[config.mk]
export PLATFORM = sky130hd
export DESIGN_NAME = tile_header_marker_length_parser
export DESIGN_NICKNAME = d
export VERILOG_FILES = /design/src/hdl/thmlp_pkg.sv /design/src/hdl/thmlp_front.sv /design/src/hdl/thmlp_queue.sv /design/src/hdl/thmlp_back.sv /design/src/hdl/tile_header_marker_length_parser.sv
export SDC_FILE = /design/constraint.sdc
export NUM_CORES = 1
export LEC_CHECK = 0
export ABC_AREA = 1
export ABC_CLOCK_PERIOD_IN_PS = 5850
export BUFFER_PORTS_ARGS = -buffer_cell sky130_fd_sc_hd__buf_2
export CORE_AREA = 2 2 173 175
export DETAILED_ROUTE_END_ITERATION = 8
export DIE_AREA = 0 0 175 177
export MAX_ROUTING_LAYER = met4
export PLACE_DENSITY_LB_ADDON = 0.15
export SLEW_MARGIN = 10
export SYNTH_ARGS = -nofsm -noshare
export SYNTH_HDL_FRONTEND = slang
export SYNTH_SLANG_ARGS = --single-unit
[constraint.sdc]
create_clock -name clk -period 5.85 [get_ports clk]
set_input_delay 1.17 -clock clk [delete_from_list [all_inputs] [get_ports clk]]
set_output_delay 1.17 -clock clk [all_outputs]
set_load 0.01 [all_outputs]
[src/hdl/thmlp_pkg.sv]
// Shared types and constants for the tile header marker length parser.
package thmlp_pkg;

  localparam int POSITION_BITS_DEFAULT = 32;
  localparam int QUEUE_DEPTH = 4;

  localparam logic [7:0] MARK_PREFIX = 8'hFF;
  localparam logic [7:0] CODE_SOD    = 8'h93;
  localparam logic [7:0] CODE_PLT    = 8'h58;
  localparam logic [7:0] GROUP_MASK  = 8'h7F;
  localparam logic [7:0] MORE_BIT    = 8'h80;

  typedef enum logic [1:0] {
    KIND_PACKET_LENGTH = 2'd0,
    KIND_SOD_FOUND     = 2'd1,
    KIND_NO_SOD        = 2'd2
  } result_kind_t;

  typedef struct packed {
    result_kind_t kind;
    logic [31:0]  value;
  } result_t;

  // One queue entry holds every result that a single header byte produces.
  typedef struct packed {
    logic    two;
    result_t first;
    result_t second;
  } entry_t;

endpackage

[src/hdl/thmlp_front.sv]
// Front end: accepts header bytes, tracks marker segments and forms result entries.
module thmlp_front #(
  parameter int POSITION_BITS = thmlp_pkg::POSITION_BITS_DEFAULT
) (
  input  logic               clk,
  input  logic               rst,
  input  logic               accept,
  input  logic [7:0]         data_byte,
  input  logic               end_of_header,
  output logic               push,
  output thmlp_pkg::entry_t  push_entry
);

  typedef enum logic [2:0] {
    PH_SCAN,
    PH_PREFIX,
    PH_LEN_HI,
    PH_LEN_LO,
    PH_SKIP,
    PH_PLT_INDEX,
    PH_PLT_BODY,
    PH_DONE
  } phase_t;

  localparam logic [POSITION_BITS-1:0] POS_MAX = '1;

  phase_t                   phase, phase_next;
  logic [POSITION_BITS-1:0] position, position_next;
  logic [7:0]               marker_low, marker_low_next;
  logic [15:0]              seg_len, seg_len_next;
  logic [15:0]              body_left, body_left_next;
  logic [31:0]              acc, acc_next;
  logic                     start_pending, start_pending_next;
  logic                     pending_offset, pending_offset_next;

  logic                     em_valid;
  thmlp_pkg::result_t       em_result;
  logic [POSITION_BITS-1:0] off_pos;
  logic [31:0]              off_clip;
  logic [15:0]              body_dec;
  logic [31:0]              acc_or;
  logic [15:0]              len_full;
  logic                     tail_no_sod;

  always_comb begin
    phase_next          = phase;
    position_next       = (position == POS_MAX) ? position : position + 1'b1;
    marker_low_next     = marker_low;
    seg_len_next        = seg_len;
    body_left_next      = body_left;
    acc_next            = acc;
    start_pending_next  = start_pending;
    pending_offset_next = pending_offset;
    em_valid            = 1'b0;
    em_result.kind      = thmlp_pkg::KIND_PACKET_LENGTH;
    em_result.value     = '0;

    off_pos = (position == POS_MAX || position == '0) ? position : position - 1'b1;
    if (POSITION_BITS > 32 && off_pos > POSITION_BITS'(33'h0FFFFFFFF)) begin
      off_clip = 32'hFFFFFFFF;
    end else begin
      off_clip = 32'(off_pos);
    end
    body_dec = (body_left == 16'd0) ? 16'd0 : body_left - 16'd1;
    acc_or   = acc | {24'd0, data_byte & thmlp_pkg::GROUP_MASK};
    len_full = {seg_len[15:8], data_byte};

    unique case (phase)
      PH_SCAN: begin
        if (data_byte == thmlp_pkg::MARK_PREFIX) begin
          phase_next = PH_PREFIX;
        end
      end
      PH_PREFIX: begin
        marker_low_next = data_byte;
        if (data_byte == thmlp_pkg::CODE_SOD) begin
          phase_next = PH_DONE;
          if (position >= POSITION_BITS'(3)) begin
            em_valid        = 1'b1;
            em_result.kind  = thmlp_pkg::KIND_SOD_FOUND;
            em_result.value = off_clip;
          end else begin
            start_pending_next  = 1'b1;
            pending_offset_next = off_pos[0];
          end
        end else begin
          phase_next = PH_LEN_HI;
        end
      end
      PH_LEN_HI: begin
        seg_len_next = {data_byte, 8'd0};
        phase_next   = PH_LEN_LO;
      end
      PH_LEN_LO: begin
        seg_len_next = len_full;
        if (marker_low == thmlp_pkg::CODE_PLT && len_full >= 16'd3) begin
          body_left_next = len_full - 16'd3;
          phase_next     = PH_PLT_INDEX;
        end else if (len_full > 16'd2) begin
          body_left_next = len_full - 16'd2;
          phase_next     = PH_SKIP;
        end else begin
          phase_next = PH_SCAN;
        end
      end
      PH_SKIP: begin
        body_left_next = body_dec;
        if (body_dec == 16'd0) begin
          phase_next = PH_SCAN;
        end
      end
      PH_PLT_INDEX: begin
        acc_next   = '0;
        phase_next = (body_left == 16'd0) ? PH_SCAN : PH_PLT_BODY;
      end
      PH_PLT_BODY: begin
        if ((data_byte & thmlp_pkg::MORE_BIT) != 8'd0) begin
          acc_next = {acc_or[24:0], 7'd0};
        end else begin
          em_valid        = 1'b1;
          em_result.kind  = thmlp_pkg::KIND_PACKET_LENGTH;
          em_result.value = acc_or;
          acc_next        = '0;
        end
        body_left_next = body_dec;
        if (body_dec == 16'd0) begin
          phase_next = PH_SCAN;
        end
      end
      PH_DONE: begin
        if (start_pending && position == POSITION_BITS'(3)) begin
          em_valid           = 1'b1;
          em_result.kind     = thmlp_pkg::KIND_SOD_FOUND;
          em_result.value    = {31'd0, pending_offset};
          start_pending_next = 1'b0;
        end
      end
      default: begin
        phase_next = PH_SCAN;
      end
    endcase

    tail_no_sod = end_of_header && (phase_next != PH_DONE || start_pending_next);

    // A final byte drops every piece of parse state back to its reset value.
    if (end_of_header) begin
      phase_next          = PH_SCAN;
      position_next       = '0;
      marker_low_next     = '0;
      seg_len_next        = '0;
      body_left_next      = '0;
      acc_next            = '0;
      start_pending_next  = 1'b0;
      pending_offset_next = 1'b0;
    end

    push_entry.two          = em_valid && tail_no_sod;
    push_entry.second.kind  = thmlp_pkg::KIND_NO_SOD;
    push_entry.second.value = '0;
    if (em_valid) begin
      push_entry.first = em_result;
    end else begin
      push_entry.first.kind  = thmlp_pkg::KIND_NO_SOD;
      push_entry.first.value = '0;
    end
    push = accept && (em_valid || tail_no_sod);
  end

  always_ff @(posedge clk) begin
    if (rst) begin
      phase          <= PH_SCAN;
      position       <= '0;
      marker_low     <= '0;
      seg_len        <= '0;
      body_left      <= '0;
      acc            <= '0;
      start_pending  <= 1'b0;
      pending_offset <= 1'b0;
    end else if (accept) begin
      phase          <= phase_next;
      position       <= position_next;
      marker_low     <= marker_low_next;
      seg_len        <= seg_len_next;
      body_left      <= body_left_next;
      acc            <= acc_next;
      start_pending  <= start_pending_next;
      pending_offset <= pending_offset_next;
    end
  end

endmodule

[src/hdl/thmlp_queue.sv]
// Short first-in first-out queue of result entries between front and back.
module thmlp_queue (
  input  logic               clk,
  input  logic               rst,
  input  logic               push,
  input  thmlp_pkg::entry_t  push_entry,
  input  logic               pop,
  output logic               full,
  output logic               empty,
  output thmlp_pkg::entry_t  head
);

  localparam int DEPTH = thmlp_pkg::QUEUE_DEPTH;
  localparam int PTR_BITS = $clog2(DEPTH);

  thmlp_pkg::entry_t   slots [DEPTH];
  logic [PTR_BITS-1:0] wr_ptr, rd_ptr;
  logic [PTR_BITS:0]   count;
  logic                do_push, do_pop;

  assign full    = (count == (PTR_BITS+1)'(DEPTH));
  assign empty   = (count == '0);
  assign head    = slots[rd_ptr];
  assign do_push = push && !full;
  assign do_pop  = pop && !empty;

  always_ff @(posedge clk) begin
    if (rst) begin
      wr_ptr <= '0;
      rd_ptr <= '0;
      count  <= '0;
    end else begin
      if (do_push) begin
        wr_ptr <= (wr_ptr == PTR_BITS'(DEPTH - 1)) ? '0 : wr_ptr + 1'b1;
      end
      if (do_pop) begin
        rd_ptr <= (rd_ptr == PTR_BITS'(DEPTH - 1)) ? '0 : rd_ptr + 1'b1;
      end
      count <= count + (PTR_BITS+1)'(do_push) - (PTR_BITS+1)'(do_pop);
    end
  end

  always_ff @(posedge clk) begin
    if (do_push) begin
      slots[wr_ptr] <= push_entry;
    end
  end

endmodule

[src/hdl/thmlp_back.sv]
// Back end: takes queued entries and delivers their results one request at a time.
module thmlp_back (
  input  logic               clk,
  input  logic               rst,
  input  logic               q_empty,
  input  thmlp_pkg::entry_t  q_head,
  output logic               q_pop,
  output logic               m_tvalid,
  input  logic               m_tready,
  output logic [31:0]        m_tdata,
  output logic [1:0]         m_tuser,
  output logic               m_tlast
);

  thmlp_pkg::entry_t  cur;
  logic               cur_valid;
  logic               sel_second;
  logic               entry_done;
  thmlp_pkg::result_t shown;

  assign shown      = sel_second ? cur.second : cur.first;
  assign m_tvalid   = cur_valid;
  assign m_tdata    = shown.value;
  assign m_tuser    = shown.kind;
  assign m_tlast    = sel_second || !cur.two;
  assign entry_done = cur_valid && m_tready && m_tlast;
  // The output register reloads when empty or when its last result is taken.
  assign q_pop      = !q_empty && (!cur_valid || entry_done);

  always_ff @(posedge clk) begin
    if (rst) begin
      cur_valid  <= 1'b0;
      sel_second <= 1'b0;
    end else begin
      if (q_pop) begin
        cur_valid  <= 1'b1;
        sel_second <= 1'b0;
      end else if (entry_done) begin
        cur_valid  <= 1'b0;
        sel_second <= 1'b0;
      end else if (cur_valid && m_tready) begin
        sel_second <= 1'b1;
      end
    end
  end

  always_ff @(posedge clk) begin
    if (q_pop) begin
      cur <= q_head;
    end
  end

endmodule

[src/hdl/tile_header_marker_length_parser.sv]
// Top level of the tile header marker length parser.
// Accepts one header byte per cycle unless the queue is full; results pass through the
// queue and the output register. Output runs at one result per cycle while m_tready is
// high; a four-entry queue lets input continue while output stalls.
// Synchronous active-high reset returns the parser to scanning with position zero.
module tile_header_marker_length_parser #(
  parameter int POSITION_BITS = thmlp_pkg::POSITION_BITS_DEFAULT
) (
  input  logic        clk,
  input  logic        rst,
  input  logic        s_tvalid,
  output logic        s_tready,
  input  logic [7:0]  s_tdata,   // [7:0] data_byte
  input  logic        s_tlast,   // end_of_header
  output logic        m_tvalid,
  input  logic        m_tready,
  output logic [31:0] m_tdata,   // [31:0] result_value
  output logic [1:0]  m_tuser,   // [1:0] result_kind
  output logic        m_tlast    // run_last
);

  logic              accept;
  logic              push;
  thmlp_pkg::entry_t push_entry;
  logic              q_full, q_empty, q_pop;
  thmlp_pkg::entry_t q_head;

  assign s_tready = !q_full;
  assign accept   = s_tvalid && s_tready;

  thmlp_front #(
    .POSITION_BITS(POSITION_BITS)
  ) u_front (
    .clk          (clk),
    .rst          (rst),
    .accept       (accept),
    .data_byte    (s_tdata),
    .end_of_header(s_tlast),
    .push         (push),
    .push_entry   (push_entry)
  );

  thmlp_queue u_queue (
    .clk       (clk),
    .rst       (rst),
    .push      (push),
    .push_entry(push_entry),
    .pop       (q_pop),
    .full      (q_full),
    .empty     (q_empty),
    .head      (q_head)
  );

  thmlp_back u_back (
    .clk     (clk),
    .rst     (rst),
    .q_empty (q_empty),
    .q_head  (q_head),
    .q_pop   (q_pop),
    .m_tvalid(m_tvalid),
    .m_tready(m_tready),
    .m_tdata (m_tdata),
    .m_tuser (m_tuser),
    .m_tlast (m_tlast)
  );

endmodule

==> flow_metrics.env <==
export IMPL_hold_end="u_front.acc[25]"
export IMPL_cts_reportedPaths_clkPinSlew_ns=0.06
export IMPL_syn_cell_area_um2=14420
export IMPL_place_detailed_hpwl_mm=25.83
export IMPL_crit_cells=15
export IMPL_critical_path_arrival_ns=4.18
export IMPL_synthFlopType="edfxtp_1"
export IMPL_ant_nets=0
export IMPL_critPathLaunchType="input pin"
export IMPL_dominant_combinational_cell_family_by_area_after_synthesis="simple AND/OR/NAND/NOR gates"
export IMPL_powerDensity_nw_per_um2=363.1
export IMPL_synthCells=1727
export IMPL_setup_total_negative_slack_ns=0
export IMPL_placed_cells_incl_taps=2097
export IMPL_layout_worst_path_cycle_share=0.6667
export IMPL_cts_repair_resize_count=0
export IMPL_global_route_wire_length_before_repair_mm=58.95
export IMPL_layout_filler_cells=2708
export IMPL_die_x_um=175
export IMPL_worst_hold_path_class="flip-flop to flip-flop"
export IMPL_run_status="complete, no violations"
export IMPL_synth_cell_type_count=53
export IMPL_slew_viol_final=0
export IMPL_period_needed_ns=3.900
export IMPL_worstPathCellList="buf_2 -> nor2_2 -> nand2_1 -> nor3_1 -> nand2_1 -> nor2_2 -> inv_2 -> nor2_4 -> inv_4 -> nand2_4 -> nor2_8 -> nand2_4 -> nand2_4 -> nor2_4 -> buf_4"
export IMPL_max_cap_violations=0
export IMPL_critPathMaxFanout=26
export IMPL_achievable_frequency_mhz=256.4
export IMPL_critPathRequiredTime_ns=6.13
export IMPL_hold_viol=0
export IMPL_hold_path_origin="u_front.acc[25]"
export IMPL_synth_adder_area_share=0.01440
export IMPL_slowest_delay_ns=0.68
export IMPL_utilization=0.5435
export IMPL_netlist_top_cells_area="edfxtp_1 (36%), dfxtp_1 (14%), nor2_1 (7.3%)"
export IMPL_critPathKind="input pin to flip-flop"
export IMPL_avgRoutedWirePerCell_um=17.01
export IMPL_route_final_wire_length_mm=36.59
export IMPL_globalRouteTotalUtil=0.2456
export IMPL_worst_slew_pin_slew_ns=1.129
export IMPL_crit_buf_inv=4
export IMPL_number_of_i_o_port_buffers=49
export IMPL_synth_compound_area_share=0.1255
export IMPL_fraction_of_synthesized_area_in_multiplexers=0.0006940
export IMPL_vias=11780
export IMPL_timing_reg2reg_setup_slack_ns=2.46
export IMPL_setup_repair_after_global_routing_missed_its_margin="no"
export IMPL_ctsHtreeMaxLevel=1
export IMPL_post_route_drc_count=0
export IMPL_vdd_drop_max_mv=0.1859
export IMPL_power_uw=5771
export IMPL_synth_xor_area_frac=0.03279
export IMPL_setup_viol=0
export IMPL_cpLargestDelayFamily="simple AND/OR/NAND/NOR gates"
export IMPL_drt_iter0_drc=1074
export IMPL_layout_cell_share_with_drive_strength_beyond_1=0.1102
export IMPL_cts_made_buffers=30
export IMPL_avgSynthCellArea_um2=8.352
export IMPL_number_of_global_route_vias_before_repair=10970
export IMPL_die_ht_um=177
export IMPL_holdPathStages=2
export IMPL_ys_warnings_count=0
export IMPL_clock_root_buffer="clkbuf_16"
export IMPL_synth_edf_count=175
export IMPL_antennaDiodeCount=0
export IMPL_clockBufferDepth=3
export IMPL_worst_path_most_repeated_cell="nand2_4"
export IMPL_r2r_start="u_front.position[0]"
export IMPL_postCtsHoldBufs=0
export IMPL_cts_tree="built"
export IMPL_synth_top_cell_area_share=0.3643
export IMPL_finalNonFillerCells=2151
export IMPL_end_kind="flip-flop"
export IMPL_number_of_setup_buffers_added_after_cts=0
export IMPL_synth_to_final_area_change_pct=10.19
export IMPL_nets=1768
export IMPL_grt_overflow_total=0
export IMPL_drt_vias_per_instance=5.478
export IMPL_postSynthNetCount=1756
export IMPL_synth_async_reset_ratio=0
export IMPL_gpl_final_weighted_congestion=0.9342
export IMPL_dr_pass1_iters=6
export IMPL_crit_slowest_cell="nor2_4"
export IMPL_grt_max_degree=74
export IMPL_rr_endpoint="u_queue.slots[3][19]"
export IMPL_cellLeakagePower_uw=0.006134
export IMPL_clock_sinks=278
export IMPL_timing_reg2reg_worst_path_depth=10
export IMPL_rows=63
export IMPL_grt_antenna_before_repair=0
export IMPL_design_die_area_um2=30980
export IMPL_core_area_um2=29240
export IMPL_synth_largest_area_cell="edfxtp_1"
export IMPL_synthSimpleGateAreaFrac=0.2456
export IMPL_slew_headroom=0.2462
export IMPL_postSynthRegisterBits=278
export IMPL_synth_yosys_seq_area_share=0.5073
export IMPL_start_util=0.4932
export IMPL_io_pins=50
export IMPL_worstSkewPairLatency_ns=0.58
export IMPL_skew_ns=0.01915
==> area by class of cell <==
| type | count | area [um2] | area share |
|---|---|---|---|
| Sequential cell | 278 | 7318 | 0.4604 |
| Multi-Input combinational cell | 1189 | 6071 | 0.3820 |
| Clock buffer | 49 | 922.1 | 0.05802 |
| Inverter | 177 | 666.9 | 0.04196 |
| Tap cell | 390 | 488.0 | 0.03070 |
| Timing Repair Buffer | 63 | 350.3 | 0.02204 |
| Clock inverter | 5 | 77.57 | 0.004881 |
==> how the worst max path moves through the flow <==
| stage | from | slack [ns] | to |
|---|---|---|---|
| final | s_tdata[3] | 1.95 | u_queue.slots[3][19] |
| after global routing | s_tdata[3] | 1.76 | u_queue.slots[3][15] |
| after CTS | s_tdata[1] | 1.96 | u_queue.slots[3][19] |
| after detailed placement | s_tdata[3] | 1.38 | u_queue.slots[3][13] |
| after global placement | s_tdata[3] | 1.42 | u_queue.slots[3][13] |
| after floorplan | m_tready | 1.63 | u_queue.count[1] |
==> stage by stage <==
stage	cell area [um2]	worst slack, ns	hold WS [ns]
floorplan	14420	1.627	0.4297
global placement	14890	1.422	0.4390
detailed placement	14890	1.384	0.4480
CTS	15890	1.956	0.4575
global route	15890	1.760	0.4854
finish	15890	1.950	0.4583
==> cells in the mapped netlist (2+ instances only) <==
cell type  instances
nand2_2           12
nor3_1            40
xnor2_1            9
nor3b_1            2
or2_2              2
nor4_2             2
o32ai_1            2
o41ai_1            9
o21ai_1            8
clkinv_1           5
o22ai_1           43
nor3_2             5
nor2_4             8
o211ai_1           2
a211oi_1           3
o21bai_1           3
buf_6              6
o21a_1             4
dfxtp_1          103
a21oi_1          105
clkbuf_1          50
inv_1            154
nand2_1          276
nand3b_1           3
a31oi_1            6
nand2_4            5
edfxtp_1         175
buf_4              3
nor2_1           280
nor2_2            25
nor4_1             9
ha_1              15
xor2_1            45
inv_2             17
o21ai_0          135
nand4_1           37
nand3_1           81
buf_2             23
==> registers in the layout, indices dropped and copies added (netlist names), 2 cells and up <==
register	count
u_queue.slots	140
u_back.cur	35
u_front.position	32
u_front.acc	25
u_front.body_left	16
u_front.marker_low	8
u_front.seg_len	8
u_front.phase	3
u_queue.count	3
u_queue.rd_ptr	2
u_queue.wr_ptr	2
==> routing by layer <==
layer  routed length (um)  GRT usage  up-vias
met5                    0          -        -
met2                16980     0.3938      377
met3                 2204    0.02921       54
met4                  775    0.05868        0
met1                16630     0.3358     5501
li1                     -          -     5851
==> report_power, final <==
group	internal, uW	switching [uW]
logic	448	998
clock network	1120	757
registers	2380	68.2
total	3950	1820
==> worst reg2reg max path, cell delays in order (launching register included) <==
cell and delay, ns:
dfxtp_1 0.43, ha_1 0.43, inv_1 0.20, nor3_1 0.41, nand3_1 0.21, nand2_4 0.16, nor2_8 0.05, nand2_4 0.12
nand2_4 0.10, nor2_4 0.69, buf_4 0.30
==> cells by family (layout without fill, tap and decap cells) <==
group,after synthesis,in the layout
DFF,278,278
adders and majority gates,16,16
muxes,1,1
AOI/OAI and AO/OA,327,327
and+or+nand+nor,791,791
xor gates and xnor gates,54,54
buffers and inverters,260,294
==> layout by cell type, fill, tap and decap left out, drive strengths merged, types with 43 or more instances in the layout <==
master / n
a21oi: 105
buf: 63
clkbuf: 49
dfxtp: 103
edfxtp: 175
inv: 172
nand2: 293
nand3: 82
nor2: 314
nor3: 46
o21ai: 145
o22ai: 43
xor2: 45
(Power assumes the default switching activity.)
